File: src/hdl/mmbh_pkg.sv
`timescale 1ns / 1ps
// ----------------------------------------------------------------------------
// mmbh_pkg
// Shared constants, types and lookup functions for the multiply-mix byte hash.
// ----------------------------------------------------------------------------
package mmbh_pkg;

    localparam logic [63:0] SECRET0 = 64'h2d358dccaa6c78a5;
    localparam logic [63:0] SECRET1 = 64'h8bb84b93962eacc9;
    localparam logic [63:0] SECRET2 = 64'h4b33a62ed433d4a3;
    localparam logic [63:0] SECRET3 = 64'h4d5a2da51de1aa47;
    localparam logic [63:0] SECRET4 = 64'ha0761d6478bd642f;
    localparam logic [63:0] SECRET5 = 64'he7037ed1a0b428db;
    localparam logic [63:0] SECRET6 = 64'h90ed1765281c388c;
    localparam logic [63:0] SECRET7 = 64'haaaaaaaaaaaaaaaa;

    localparam int CHUNK_BYTES = 112;
    localparam int SHORT_SHIFT = 45;
    localparam int NUM_LANES   = 7;

    // configuration register indexes
    localparam logic CFG_HASH_SEED     = 1'b0;
    localparam logic CFG_PROTECTED_MIX = 1'b1;

    // ring write request: up to eight bytes at a byte address
    typedef struct packed {
        logic        en;
        logic [6:0]  base;
        logic [3:0]  cnt;
        logic [63:0] data;
    } t_ring_wr;

    // multiplier request and response
    typedef struct packed {
        logic        start;
        logic        prot;
        logic [63:0] x;
        logic [63:0] y;
    } t_mul_req;

    typedef struct packed {
        logic        done;
        logic [63:0] xo;
        logic [63:0] yo;
    } t_mul_rsp;

    function automatic logic [63:0] lane_secret(input logic [2:0] l);
        logic [63:0] s;
        case (l)
            3'd0:    s = SECRET0;
            3'd1:    s = SECRET1;
            3'd2:    s = SECRET2;
            3'd3:    s = SECRET3;
            3'd4:    s = SECRET4;
            3'd5:    s = SECRET5;
            default: s = SECRET6;
        endcase
        return s;
    endfunction

    function automatic logic [63:0] tail_secret(input logic [2:0] t);
        logic [63:0] s;
        case (t)
            3'd0, 3'd1, 3'd4: s = SECRET2;
            default:          s = SECRET1;
        endcase
        return s;
    endfunction

endpackage

File: src/hdl/mmbh_ring.sv
`timescale 1ns / 1ps
// ----------------------------------------------------------------------------
// mmbh_ring
// 128-byte history ring as eight byte banks of sixteen rows; writes up to
// eight bytes and reads eight consecutive bytes at any alignment per cycle.
// ----------------------------------------------------------------------------
module mmbh_ring (
    input  logic                i_clk,
    input  mmbh_pkg::t_ring_wr  i_wr,
    input  logic [6:0]          i_rd_addr,
    output logic [63:0]         o_rd_data
);
    import mmbh_pkg::*;

    logic [7:0] r_bank [8][16];
    logic [7:0] r_rd_byte [8];
    logic [2:0] r_rd_lo;

    // per bank write and read
    for (genvar j = 0; j < 8; j++) begin : g_bank
        logic [2:0] wk;
        logic [6:0] wa;
        logic [2:0] rk;
        logic [6:0] ra;
        assign wk = 3'(j) - i_wr.base[2:0];
        assign wa = i_wr.base + {4'd0, wk};
        assign rk = 3'(j) - i_rd_addr[2:0];
        assign ra = i_rd_addr + {4'd0, rk};

        always_ff @(posedge i_clk) begin
            if (i_wr.en && ({1'b0, wk} < i_wr.cnt)) begin
                r_bank[j][wa[6:3]] <= i_wr.data[8*wk +: 8];
            end
            r_rd_byte[j] <= r_bank[j][ra[6:3]];
        end
    end

    always_ff @(posedge i_clk) begin
        r_rd_lo <= i_rd_addr[2:0];
    end

    // rotate banks back into byte order
    always_comb begin
        for (int k = 0; k < 8; k++) begin
            o_rd_data[8*k +: 8] = r_rd_byte[3'(r_rd_lo + 3'(k))];
        end
    end

endmodule

File: config.mk
export PLATFORM = sky130hd
export DESIGN_NAME = mmbh_ring
export DESIGN_NICKNAME = d
export VERILOG_FILES = /design/src/hdl/mmbh_pkg.sv /design/src/hdl/mmbh_ring.sv
export SDC_FILE = /design/constraint.sdc
export NUM_CORES = 1
export LEC_CHECK = 0
export BUFFER_PORTS_ARGS = -buffer_cell sky130_fd_sc_hd__buf_2
export CORE_MARGIN = 8
export CORE_UTILIZATION = 45
export CTS_BUF_LIST = sky130_fd_sc_hd__clkbuf_4 sky130_fd_sc_hd__clkbuf_8
export CTS_CLUSTER_SIZE = 8
export DETAILED_ROUTE_END_ITERATION = 8
export PLACE_DENSITY = 0.69
export REMOVE_ABC_BUFFERS = 1
export SLEW_MARGIN = 0
export SYNTH_ARGS = -nofsm -noshare
export SYNTH_HDL_FRONTEND = slang
export SYNTH_SLANG_ARGS = --single-unit
export TNS_END_PERCENT = 20
File: constraint.sdc
create_clock -name i_clk -period 4.1 [get_ports i_clk]
set_input_delay 0.205 -clock i_clk [delete_from_list [all_inputs] [get_ports i_clk]]
set_output_delay 0.205 -clock i_clk [all_outputs]
set_load 0.02 [all_outputs]
==> Word level (Yosys, flattened, before mapping) <==
Memories as Yosys holds them, arrays and structs flattened. A register that Yosys moved wholly into a read port is not among the register bits.
Index checks and enable logic that the tools add are counted.
{ "classes": {"n_addsub": 39, "order_cmp": 32, "shift": 8, "mux": 56, "bitwise_logic": 16, "reduce_logical": 16} }
{ "ops": {"columns": ["operator", "n"], "rows": [
  ["two-way mux 128 bit", 8],
  ["variable part select 64 x 7 -> 8 bit", 8],
  ["binary-select mux 8 bit (select 4 bit)", 8],
  ["demux 8 bit (select 4 bit)", 8],
  ["two-way mux 8 bit", 24],
  ["adder 7 x 3 -> 7 bit", 16],
  ["greater-or-equal comparator 5 bit, second input constant", 16],
  ["inverter 4 -> 5 bit", 16],
  ["< comparator 5 x 1 -> 1 bit, second input constant", 8],
  ["< comparator 3 x 4 -> 1 bit", 8],
  ["subtractor 3 bit, first input constant", 8],
  ["logical AND 1 bit", 16],
  ["adder 3 bit, second input constant", 4],
  ["subtractor 1 x 3 -> 3 bit, first input constant", 4],
  ["subtractor 2 x 3 -> 3 bit, first input constant", 4],
  ["two-way mux 1 bit", 8],
  ["adder 3 x 2 -> 3 bit, second input constant", 2],
  ["adder 3 x 1 -> 3 bit, second input constant", 1]
]} }
{ "totals": {"reg_bits": 3, "ram_bits": 1088, "in_bits": 84, "output_inout_bits": 64, "word_cells": 170, "mem_count": 2} }
{ "mem_list": {"columns": ["name", "words", "width", "rd", "rd_ports_with_merged_regs", "wr", "line", "text"], "rows": [
  ["r_bank", 8, 128, 8, 0, 8, "mmbh_ring.sv:15", "logic [7:0] r_bank [8][16];"],
  ["r_rd_byte", 8, 8, 8, 1, 8, "mmbh_ring.sv:16", "logic [7:0] r_rd_byte [8];"]
]} }

==> Longest topological paths before layout <==
{ "depth": {"depth_word": 8, "ltp_mapped": 15, "ltp_nobuf": 11} }

==> Worst setup path before layout <==
Ideal clock, no wire load.
{ "synth_path": {"path_kind": "input -> register", "startpoint": "in i_wr[69] (netlist name)", "endpoint": "mem r_bank[1][256] (netlist name), enable pin", "setup_ns": 0.395, "arrival_time_ns": 3.737, "t_required_ns": 3.705, "path_slack_ns": -0.031, "cell_stages": 14, "n_path_buf": 5, "cell_sequence": "buf_2 -> inv_1 -> ha_1 -> buf_2 -> buf_1 -> buf_1 -> inv_1 -> ha_1 -> a21o_1 -> a21oi_1 -> o21ai_0 -> or2_2 -> clkbuf_1 -> nor4_1"} }
{ "synth_lines": {"columns": ["item", "line", "text"], "rows": [
  ["start: declaration", "mmbh_ring.sv:9", "input mmbh_pkg::t_ring_wr i_wr,"],
  ["end: declaration", "mmbh_ring.sv:15", null]
]} }

==> impl_metrics.csv <==
group,metric,value,unit
run_status,status,"complete, no violations",
job,cap_violations,0,
die,num_rows,120,
hold_path,hold_class,"primary input to flop",
timing,clock-skew-final,43.6,ps
finish,instances_no_fill,4808,
setup_path,worstSetupStartpoint,"i_rd_addr[0]",
synthesis,synth-edff-count,1024,
global_routing,grt_use_total,20.9,%
setup_path,worst_r2r_endpoint,"r_rd_byte[4][6]",
detailed_routing,via_per_inst,5.91,
clock_tree,root_buffer,"clkbuf_8",
timing,fin_ws,477,ps
die,io_pins,148,
detailed_routing,avgRoutedWirePerCell,26.0,µm
placement,pre_cts_ws,297,ps
clock_tree,clk_path_buf_depth,3,
global_routing,grt-ovfl-total,0,
power_and_ir_drop,leakage,18.9,nW
finish,area_delta_synth_final,13.8,%
setup_path,path_class,"primary input to flop",
global_routing,antenna_found_initial,12,
synthesis,yosys_register_bits,1091,
setup_path,worstReg2RegStart,"r_bank[1][62]",
placement,place_congestion,0.879,
detailed_routing,vias,28432,
timing,slew_viol_final,0,
die,dieHeight,344,µm
setup_path,cp-start-kind,"primary input",
synthesis,ys.flop_type,"edfxtp_1",
timing,final-setup-viol-count,0,
placement,dp.cells,4509,
timing,grt_setup_unrepaired,"false",
setup_path,worstSetupEndpoint,"r_rd_byte[2][7]",
setup_path,critPathRequiredTime,4790,ps
setup_path,end_kind,"flop",
clock_tree,cts_max_level,4,
clock_tree,cts_buffers,170,
synthesis,syn_area,48500,µm²
clock_tree,cts_tree,"done",
timing,tns,0,ps
synthesis,ys_warn_count,0,
power_and_ir_drop,finalPower,27.0,mW
clock_tree,clk_pin_slew_worst_paths,60,ps
clock_tree,clock-sinks,1091,
die,dieArea,119000,µm²
timing,finalCritPeriodShare,88.4,%
synthesis,synth_cell_types,62,
detailed_routing,first_iter_violations,3175,
power_and_ir_drop,ir_drop,0.000249,V
detailed_routing,drc,0,
die,die_x,344,µm
synthesis,avgSynthCellArea,16.5,µm²
finish,postLayoutCoreUtil,51.6,%
timing,relSlewSlack,14.4,%
power_and_ir_drop,power_density,489,nW/µm²
timing,hold_violations,0,
die,start_util,45.3,%
detailed_routing,drt_pre_antenna_iters,5,
detailed_routing,routed_wl,125,mm
global_routing,grt_pass1_wl,183,mm
timing,fin_crit,3620,ps
synthesis,yosysSeqAreaShare,66.1,%
synthesis,synthArstFlopShare,0,%
clock_tree,clkLatencyLatePin,840,ps
clock_tree,cts_resized,0,
detailed_routing,ant_nets,0,
die,fp.coreArea,107000,µm²
setup_path,cp_data_arrival_time,4310,ps
timing,worst_pin_slew,1280,ps
global_routing,grt_max_degree,65,
finish,drive_above_1_share,29.4,%
global_routing,first_global_vias,27632,
setup_path,critPathMaxFanout,18,
placement,dp_hpwl,89.4,mm
timing,fmax,276,MHz
synthesis,synthCells,2938,
setup_path,reg2reg_slack,2030,ps
finish,final_nets,3409,
setup_path,rr_worst_depth,7,
placement,portBuffers,147,
==> worst min-delay path by stage <==
stage          cells past startpoint               to          from  slack (ps)
2_1_floorplan                      0       r_rd_lo[0]  i_rd_addr[0]         230
3_3_place_gp                       1       r_rd_lo[0]  i_rd_addr[0]         450
3_5_place_dp                       1       r_rd_lo[0]  i_rd_addr[0]         460
4_1_cts                            3  r_rd_byte[7][6]  i_rd_addr[3]         140
5_1_grt                            3  r_rd_byte[7][6]  i_rd_addr[3]         180
6_report                           3  r_rd_byte[7][6]  i_rd_addr[3]         190
==> cells by family after synthesis <==
group	after synthesis	share of synthesized area, %
muxes	482	18.7
adders and majority gates	43	1.11
buffers and inverters	191	1.70
and+or+nand+nor	795	6.83
xor gates and xnor gates	82	1.66
DFF	1091	66.1
AOI/OAI and AO/OA	254	3.91
==> cell usage in the layout, fill, tap and decap left out, types with 9 or more instances in the layout <==
cell type,Yosys,routed
or2_2,9,9
nand2_1,471,471
o2bb2ai_1,13,13
edfxtp_1,1024,1024
nor3_1,23,23
mux2_2,35,35
dfxtp_1,67,66
nor2_1,168,168
mux4_2,333,333
a221oi_1,27,27
nor2b_1,23,23
mux2i_1,112,112
clkbuf_4,0,80
xnor2_2,9,10
ha_1,43,41
and2_1,18,18
o211ai_1,17,17
buf_2,31,145
xnor2_1,45,39
a22oi_1,47,47
a21oi_1,34,34
a221o_1,15,15
clkbuf_8,0,179
o21ai_0,27,27
nand3_1,36,36
xor2_1,27,25
inv_1,34,34
nand2b_1,23,23
buf_4,11,163
o32ai_1,10,10
clkinv_1,8,19
==> synthesized netlist by cell type (31+ instances only) <==
cell type | n | share of area (%)
a21oi_1 | 34 | 0.35
a22oi_1 | 47 | 0.73
buf_1 | 34 | 0.26
buf_2 | 31 | 0.32
clkbuf_1 | 68 | 0.53
dfxtp_1 | 67 | 2.8
edfxtp_1 | 1024 | 63
ha_1 | 43 | 1.1
inv_1 | 34 | 0.26
mux2_2 | 35 | 0.81
mux2i_1 | 112 | 2.3
mux4_2 | 333 | 15
nand2_1 | 471 | 3.6
nand3_1 | 36 | 0.37
nor2_1 | 168 | 1.3
xnor2_1 | 45 | 0.81
==> layer usage <==
layer | share of wire [%] | GRT usage (%) | vias up
li1 | - | - | 12299
met1 | 41 | 29.6 | 14456
met2 | 45 | 31.8 | 1481
met3 | 11 | 5.83 | 194
met4 | 2.3 | 5.71 | 2
met5 | 0.0064 | 0 | -
==> sequential cells by signal, summed over array words and instances (netlist names) <==
signal     flops
r_bank      1024
r_rd_byte     64
r_rd_lo        3
==> power breakdown <==
part	leakage [nW]	internal, mW	total [mW]	switching [mW]
Combinational	7.59	1.73	4.57	2.84
Clock	1.77	4.87	8.98	4.11
Sequential	9.51	13.1	13.4	0.388
Total	18.9	19.7	27.0	7.34
==> stage by stage <==
stage / hold WS [ps] / area, µm²
3_3_place_gp: 454 / 51900
4_1_cts: 138 / 55200
3_5_place_dp: 458 / 51900
2_1_floorplan: 233 / 47900
5_1_grt: 177 / 55200
6_report: 190 / 55200
==> critical path, stage by stage <==
cell,delay [ps]
dlygate4sd3_1,630
buf_2,270
ha_1,310
inv_1,80
ha_1,340
xnor2_2,190
a21oi_1,230
nor2_1,100
xnor2_2,960
buf_4,380
mux4_2,320
a22oi_1,190
nand2_1,80
==> layout make-up <==
cell class,instances,area [µm²]
fill,8578,51800
sequential,1091,32100
multi-input combinational,1656,15800
clock buffer,259,3060
timing repair buffer,320,2150
tap,1403,1760
clock inverter,32,248
inverter,43,161
antenna,4,10.0
==> timing repair <==
action                                 in CTS  in global routing
endpoints found under the hold margin       9                  0
setup buffers                               0                  0
hold buffers                                4                  0
No activity file was read; power rests on OpenSTA's default activity.
