<file path="src/hdl/mmbh_pkg.sv">
`timescale 1ns / 1ps
// ----------------------------------------------------------------------------
// mmbh_pkg
// Shared constants, types and lookup functions for the multiply-mix byte hash.
// ----------------------------------------------------------------------------
package mmbh_pkg;

    localparam logic [63:0] SECRET0 = 64'h2d358dccaa6c78a5;
    localparam logic [63:0] SECRET1 = 64'h8bb84b93962eacc9;
    localparam logic [63:0] SECRET2 = 64'h4b33a62ed433d4a3;
    localparam logic [63:0] SECRET3 = 64'h4d5a2da51de1aa47;
    localparam logic [63:0] SECRET4 = 64'ha0761d6478bd642f;
    localparam logic [63:0] SECRET5 = 64'he7037ed1a0b428db;
    localparam logic [63:0] SECRET6 = 64'h90ed1765281c388c;
    localparam logic [63:0] SECRET7 = 64'haaaaaaaaaaaaaaaa;

    localparam int CHUNK_BYTES = 112;
    localparam int SHORT_SHIFT = 45;
    localparam int NUM_LANES   = 7;

    // configuration register indexes
    localparam logic CFG_HASH_SEED     = 1'b0;
    localparam logic CFG_PROTECTED_MIX = 1'b1;

    // ring write request: up to eight bytes at a byte address
    typedef struct packed {
        logic        en;
        logic [6:0]  base;
        logic [3:0]  cnt;
        logic [63:0] data;
    } t_ring_wr;

    // multiplier request and response
    typedef struct packed {
        logic        start;
        logic        prot;
        logic [63:0] x;
        logic [63:0] y;
    } t_mul_req;

    typedef struct packed {
        logic        done;
        logic [63:0] xo;
        logic [63:0] yo;
    } t_mul_rsp;

    function automatic logic [63:0] lane_secret(input logic [2:0] l);
        logic [63:0] s;
        case (l)
            3'd0:    s = SECRET0;
            3'd1:    s = SECRET1;
            3'd2:    s = SECRET2;
            3'd3:    s = SECRET3;
            3'd4:    s = SECRET4;
            3'd5:    s = SECRET5;
            default: s = SECRET6;
        endcase
        return s;
    endfunction

    function automatic logic [63:0] tail_secret(input logic [2:0] t);
        logic [63:0] s;
        case (t)
            3'd0, 3'd1, 3'd4: s = SECRET2;
            default:          s = SECRET1;
        endcase
        return s;
    endfunction

endpackage

</file>
<file path="src/hdl/mmbh_mul.sv">
`timescale 1ns / 1ps
// ----------------------------------------------------------------------------
// mmbh_mul
// Shared 64x64 multiply-fold unit: four 32x32 partial products in turn,
// then the low/high halves replace or are xored into the operands.
// ----------------------------------------------------------------------------
module mmbh_mul (
    input  logic                i_clk,
    input  logic                i_rst_n,
    input  mmbh_pkg::t_mul_req  i_req,
    output mmbh_pkg::t_mul_rsp  o_rsp,
    output logic                o_busy
);
    import mmbh_pkg::*;

    logic         r_busy, r_done, r_pv, r_prot;
    logic [2:0]   r_cnt;
    logic [1:0]   r_psel;
    logic [63:0]  r_x, r_y, r_pp;
    logic [127:0] r_acc;
    logic [31:0]  op_a, op_b;
    logic [127:0] n_acc;

    // partial product operand select
    always_comb begin
        op_a = r_cnt[1] ? r_x[63:32] : r_x[31:0];
        op_b = r_cnt[0] ? r_y[63:32] : r_y[31:0];
    end

    // accumulate at the product's weight
    always_comb begin
        case (r_psel)
            2'd0:    n_acc = r_acc + {64'd0, r_pp};
            2'd3:    n_acc = r_acc + {r_pp, 64'd0};
            default: n_acc = r_acc + {32'd0, r_pp, 32'd0};
        endcase
    end

    // control
    always_ff @(posedge i_clk) begin
        if (!i_rst_n) begin
            r_busy <= 1'b0;
            r_done <= 1'b0;
            r_pv   <= 1'b0;
            r_cnt  <= 3'd0;
        end else begin
            r_done <= 1'b0;
            if (i_req.start) begin
                r_busy <= 1'b1;
                r_pv   <= 1'b0;
                r_cnt  <= 3'd0;
            end else if (r_busy) begin
                if (r_cnt[2]) begin
                    r_busy <= 1'b0;
                    r_done <= 1'b1;
                    r_pv   <= 1'b0;
                end else begin
                    r_pv  <= 1'b1;
                    r_cnt <= r_cnt + 3'd1;
                end
            end
        end
    end

    // datapath
    always_ff @(posedge i_clk) begin
        if (i_req.start) begin
            r_x    <= i_req.x;
            r_y    <= i_req.y;
            r_prot <= i_req.prot;
            r_acc  <= '0;
        end else begin
            if (r_busy && !r_cnt[2]) begin
                r_pp   <= op_a * op_b;
                r_psel <= r_cnt[1:0];
            end
            if (r_pv) begin
                r_acc <= n_acc;
            end
        end
    end

    assign o_busy     = r_busy;
    assign o_rsp.done = r_done;
    assign o_rsp.xo   = r_prot ? (r_x ^ r_acc[63:0])   : r_acc[63:0];
    assign o_rsp.yo   = r_prot ? (r_y ^ r_acc[127:64]) : r_acc[127:64];

    a_start_idle: assert property (@(posedge i_clk) disable iff (!i_rst_n)
        i_req.start |-> !r_busy)
        else $error("multiply started while busy");

    a_done_after_busy: assert property (@(posedge i_clk) disable iff (!i_rst_n)
        r_done |-> $past(r_busy))
        else $error("multiply done without work");

endmodule

</file>
<file path="config.mk">
export PLATFORM = sky130hd
export DESIGN_NAME = mmbh_mul
export DESIGN_NICKNAME = d
export VERILOG_FILES = /design/src/hdl/mmbh_pkg.sv /design/src/hdl/mmbh_mul.sv
export SDC_FILE = /design/constraint.sdc
export NUM_CORES = 2
export LEC_CHECK = 0
export ABC_CLOCK_PERIOD_IN_PS = 11000
export BUFFER_PORTS_ARGS = -buffer_cell sky130_fd_sc_hd__buf_2
export CORE_ASPECT_RATIO = 0.5
export CORE_MARGIN = 2
export CORE_UTILIZATION = 25
export DETAILED_ROUTE_END_ITERATION = 16
export GPL_TIMING_DRIVEN = 0
export PLACE_DENSITY = 0.36
export REMOVE_ABC_BUFFERS = 1
export SLEW_MARGIN = 10
export SYNTH_ARGS = -nofsm -noshare
export SYNTH_HDL_FRONTEND = slang
export SYNTH_SLANG_ARGS = --single-unit
</file>
<file path="constraint.sdc">
create_clock -name i_clk -period 11 [get_ports i_clk]
set_clock_uncertainty 0.1 [all_clocks]
set_input_delay 1.65 -clock i_clk [delete_from_list [all_inputs] [get_ports i_clk]]
set_output_delay 1.65 -clock i_clk [all_outputs]
set_load 0.005 [all_outputs]
</file>
# Word level (Yosys, flattened, before mapping)
# Index checks and enable logic that the tools add are counted.
# word_totals
rom_bits	0
regBits	329
output_inout_bits	130
latchBits	0
n_memories	0
in_bits	132
wordCells	40
ramBits	0
# op_classes
n_shift	0
reduce_logical	7
mul	1
n_bitwise	6
eq_ne	1
div_mod_pow	0
mux	10
n_lt_le_gt_ge	0
n_addsub	4
# ops
op	count
one-hot mux 128 bit (2 select lines)	1
adder 128 bit	1
adder 128 x 64 -> 128 bit	1
adder 128 x 96 -> 128 bit	1
2-to-1 mux 64 bit	2
bitwise XOR 64 bit	2
multiplier 32 x 32 -> 64 bit	1
2-to-1 mux 32 bit	2
2-to-1 mux 1 bit	4
inverter 1 bit	4
AND reduction 2 bit	2
adder 3 x 1 -> 3 bit (second input constant)	1
2-to-1 mux 3 bit	1
OR reduction 3 bit	1
== test 2 bit (second input constant)	1
zero test 2 bit	1
OR reduction 2 bit	1
logical AND 1 bit	1
zero test 1 bit	1

# Depth between registers and ports, before layout
# depth
ltp_word	3
ltp_mapped	33
depth_no_buf	29

# Worst setup path before layout
# Ideal clock, no wire load.
# synth_path
path_type	register to register
start	register r_cnt[0]
end	register r_pp[61], data pin
arrival_time_ps	8712
setup_slack_ps	1925
required_time_ps	10638
setup_time_ps	262
period_less_slack_ps	9075
path_buffers	3
stages_incl_launch_ff	30
cell_sequence	dfxtp_1 clkbuf_1 buf_1 mux2i_1 clkbuf_1 nor2_1 fa_1 fa_1 fa_1 inv_1 fa_1 inv_1 fa_1 inv_1 fa_1 inv_1 fa_1 fa_1 ha_1 nand3_1 or3_1 or3_1 a311oi_1 o21ai_1 a31o_2 o21a_1 nor3b_2 a31oi_1 mux2i_1 nand3_1
# synth_via
elab_chain_cells	2
# synth_rtl
element	line_no	rtl
start: declaration	mmbh_mul.sv:17	logic [2:0] r_cnt;
start signal: assignment	mmbh_mul.sv:59	r_cnt <= r_cnt + 3'd1;
2-to-1 mux 32 bit	mmbh_mul.sv:27	op_b = r_cnt[0] ? r_y[63:32] : r_y[31:0];
multiplier 32 x 32 -> 64 bit	mmbh_mul.sv:74	r_pp <= op_a * op_b;
end signal: assignment	mmbh_mul.sv:74	
end: declaration	mmbh_mul.sv:19	logic [63:0] r_x, r_y, r_pp;
# Every way passes these cells.
# A chain may end at the register's enable or synchronous reset.

# Worst setup path after layout
# Same ends and word-level chain as after synthesis.

==> results.yml <==
worst_setup_path:
  max_stage_delay_ps: 740
  critPathMaxFanout: 30
  cp-startpoint: "r_cnt[0]"
  cp_common_cell: "fa_1"
  critPathKind: "flip-flop to flip-flop"
  crit_arrival_ps: 10850
  end_kind: "flip-flop"
  startpoint_type: "flip-flop"
  r2r-start: "r_cnt[0]"
  required_ps: 11290
  slowest_stage: "mux2i_4"
grt:
  antenna_found_initial: 12
  globalRouteOverflowTotal: 0
  grt_first_pass_wirelength_mm: 425
  grt_start_max_net_pins: 95
  grt_usage: 0.242
  grt_pass1_vias: 54400
clock_network:
  post_cts_buffers: 0
  ctsRootBufferMaster: "clkbuf_16"
  clock_sink_count: 329
  cts_max_level: 2
  insertion_delay_ps: 670
  cts_buffer_depth: 3
  cts_tree: "done"
  cts_made_buffers: 46
  path_clk_slew_ps: 60
detailed_routing:
  vias_per_cell: 5.16
  drtAntennaViolNets: 0
  wl_mm: 303
  first_pass_iters: 5
  drt_iter0_drc: 4545
  vias: 53600
  wl_per_cell_um: 29.1
  route.detailed.drc: 0
placed_design:
  dp.cells: 10300
  portBuffers: 261
  gp_congestion: 0.917
  hpwl_mm: 247
  preCtsSetupSlack_ps: 313
finish:
  layout.nets: 8618
  final_core_util: 0.289
  areaGrowthSynthToFinish_pct: 14.7
  drive_gt1_frac: 0.0900
  final_cells: 10400
sta:
  worst_slew_pin_slew_ps: 1330
  grt_setup_unrepaired: "no"
  slew_headroom: 0.110
  hold_violations: 0
  finalCritPeriodShare: 0.960
  drv_slew: 0
  fin_ws_ps: 442
  fmax_ghz: 0.0947
  post-route-min-period_ps: 10560
  setup_viol: 0
logic_synthesis:
  ys_seq_area_frac: 0.141
  synth_cell_types: 103
  ys_ff_latch: 329
  synthArstFlopShare: 0
  synth_area_mm2: 0.0605
  yosys_warnings: 0
  synth-edff-count: 195
  syn_area_per_cell_um2: 8.51
  ys.flop_type: "edfxtp_1"
  syn_inst: 7108
min_path:
  hold_path.class: "flip-flop to flip-flop"
  hold_path_startpoint: "r_cnt[2]"
die:
  ios: 262
  die_area_mm2: 0.246
  core_area_mm2: 0.240
  dieHeight_um: 352
  initial_core_util: 0.252
  row_count: 127
  die_x_um: 700
status:
  status: "finished, final reports clean"
flow_run:
  maxCapViolations: 0
[layout make-up]
class	instances	area, µm²
diodes	3	7.51
clock buffers	60	1300
clock inverters	25	289
fillers	25800	171000
inverters	961	3610
multi-input cells	5425	47700
flip-flops and latches	329	8550
well taps	3225	4040
repair buffers	366	3920
[logic make-up after synthesis]
group           count (synthesis)  share of synthesized area
compound gates               1293                      0.142
buf+inv                      1354                     0.0845
mux                           134                     0.0235
simple gates                 2262                      0.162
flops                         329                      0.141
fa+ha+maj                    1357                      0.392
xor+xnor                      379                     0.0549
[Yosys cell counts, types with 9 or more instances]
cell | instances | area (µm²)
nor2b_1 | 20 | 125
a221oi_1 | 61 | 534
a211oi_1 | 40 | 300
edfxtp_1 | 195 | 5860
nor3_1 | 61 | 305
or3_1 | 32 | 200
and2_1 | 29 | 181
and3_1 | 48 | 300
mux2i_1 | 70 | 701
xor2_1 | 89 | 780
mux2_2 | 62 | 698
clkbuf_1 | 355 | 1330
inv_1 | 959 | 3600
o21a_1 | 32 | 240
a31oi_1 | 52 | 325
nand2_1 | 809 | 3040
nor4_1 | 48 | 300
a22oi_1 | 38 | 285
a21boi_0 | 14 | 105
nor2_1 | 912 | 3420
o21ai_1 | 22 | 110
a221o_1 | 12 | 120
a21oi_1 | 363 | 1820
a41oi_1 | 9 | 78.8
o31ai_1 | 34 | 255
o211ai_1 | 22 | 165
nand2b_1 | 30 | 188
o21ai_0 | 240 | 1200
xnor2_1 | 290 | 2540
or2_2 | 11 | 68.8
nand4_1 | 100 | 626
o21bai_1 | 55 | 413
and4_1 | 19 | 166
ha_1 | 458 | 5730
nand3_1 | 108 | 541
buf_2 | 18 | 90.1
a21o_1 | 145 | 1090
dfxtp_1 | 134 | 2680
buf_1 | 18 | 67.6
a31o_2 | 9 | 78.8
fa_1 | 899 | 18000
a311oi_1 | 10 | 87.6
[metal layers]
metal / part of all wire / up-vias / GRT usage / wire length (µm)
met5: 0.000043 / - / 0 / 13
met4: 0.028 / 2 / 0.0598 / 8350
met3: 0.057 / 281 / 0.0309 / 17300
met2: 0.44 / 1677 / 0.383 / 134000
met1: 0.47 / 28100 / 0.349 / 143000
li1: - / 23600 / - / -
[through the flow]
stage               hold slack (ps)  instance area (µm²)  TNS [ps]
global placement                352                64300   -461420
finish                          355                69400         0
detailed placement              347                67800         0
floorplan                       331                59000         0
global route                    405                69400         0
CTS                             356                69400         0
[cell usage in the layout (no fill, tap or decap), drive strengths merged, types with 145 or more instances in the layout]
cell	n
o21ai	267
a21o	145
ha	458
fa	899
a21oi	364
xnor2	290
nor2	913
buf	366
inv	964
edfxtp	195
nand2	810
[sequential cells by signal, summed over array words and instances, names as in the netlist]
name / flops
r_x: 64
r_prot: 1
r_psel: 2
o_busy: 1
r_pp: 64
r_pv: 1
r_y: 64
r_done: 1
r_acc: 128
r_cnt: 3
[worst max-delay path, delay by kind of cell, from the launching register on]
family | cells | cell delay, ps
mux | 2 | 980
flops | 1 | 640
simple gates | 5 | 900
fa+ha+maj | 9 | 4430
compound gates | 5 | 1900
buf+inv | 9 | 1180
[final timing paths]
check / end / slack, ps / cells after the start
hold reg to reg: r_done / 350 / 2
setup / recovery: r_pp[61] / 440 / 30
setup reg to reg: r_pp[61] / 440 / 30
hold / removal: r_done / 350 / 2
[timing repair]
item                                    CTS  global route
hold buffers                              0             0
endpoints found under the setup margin    0             1
gates resized for setup                   0             1
endpoints found under the hold margin     0             0
Power is not shown: default switching activity piles up to over one toggle a cycle in this logic, so the estimate is an artifact.
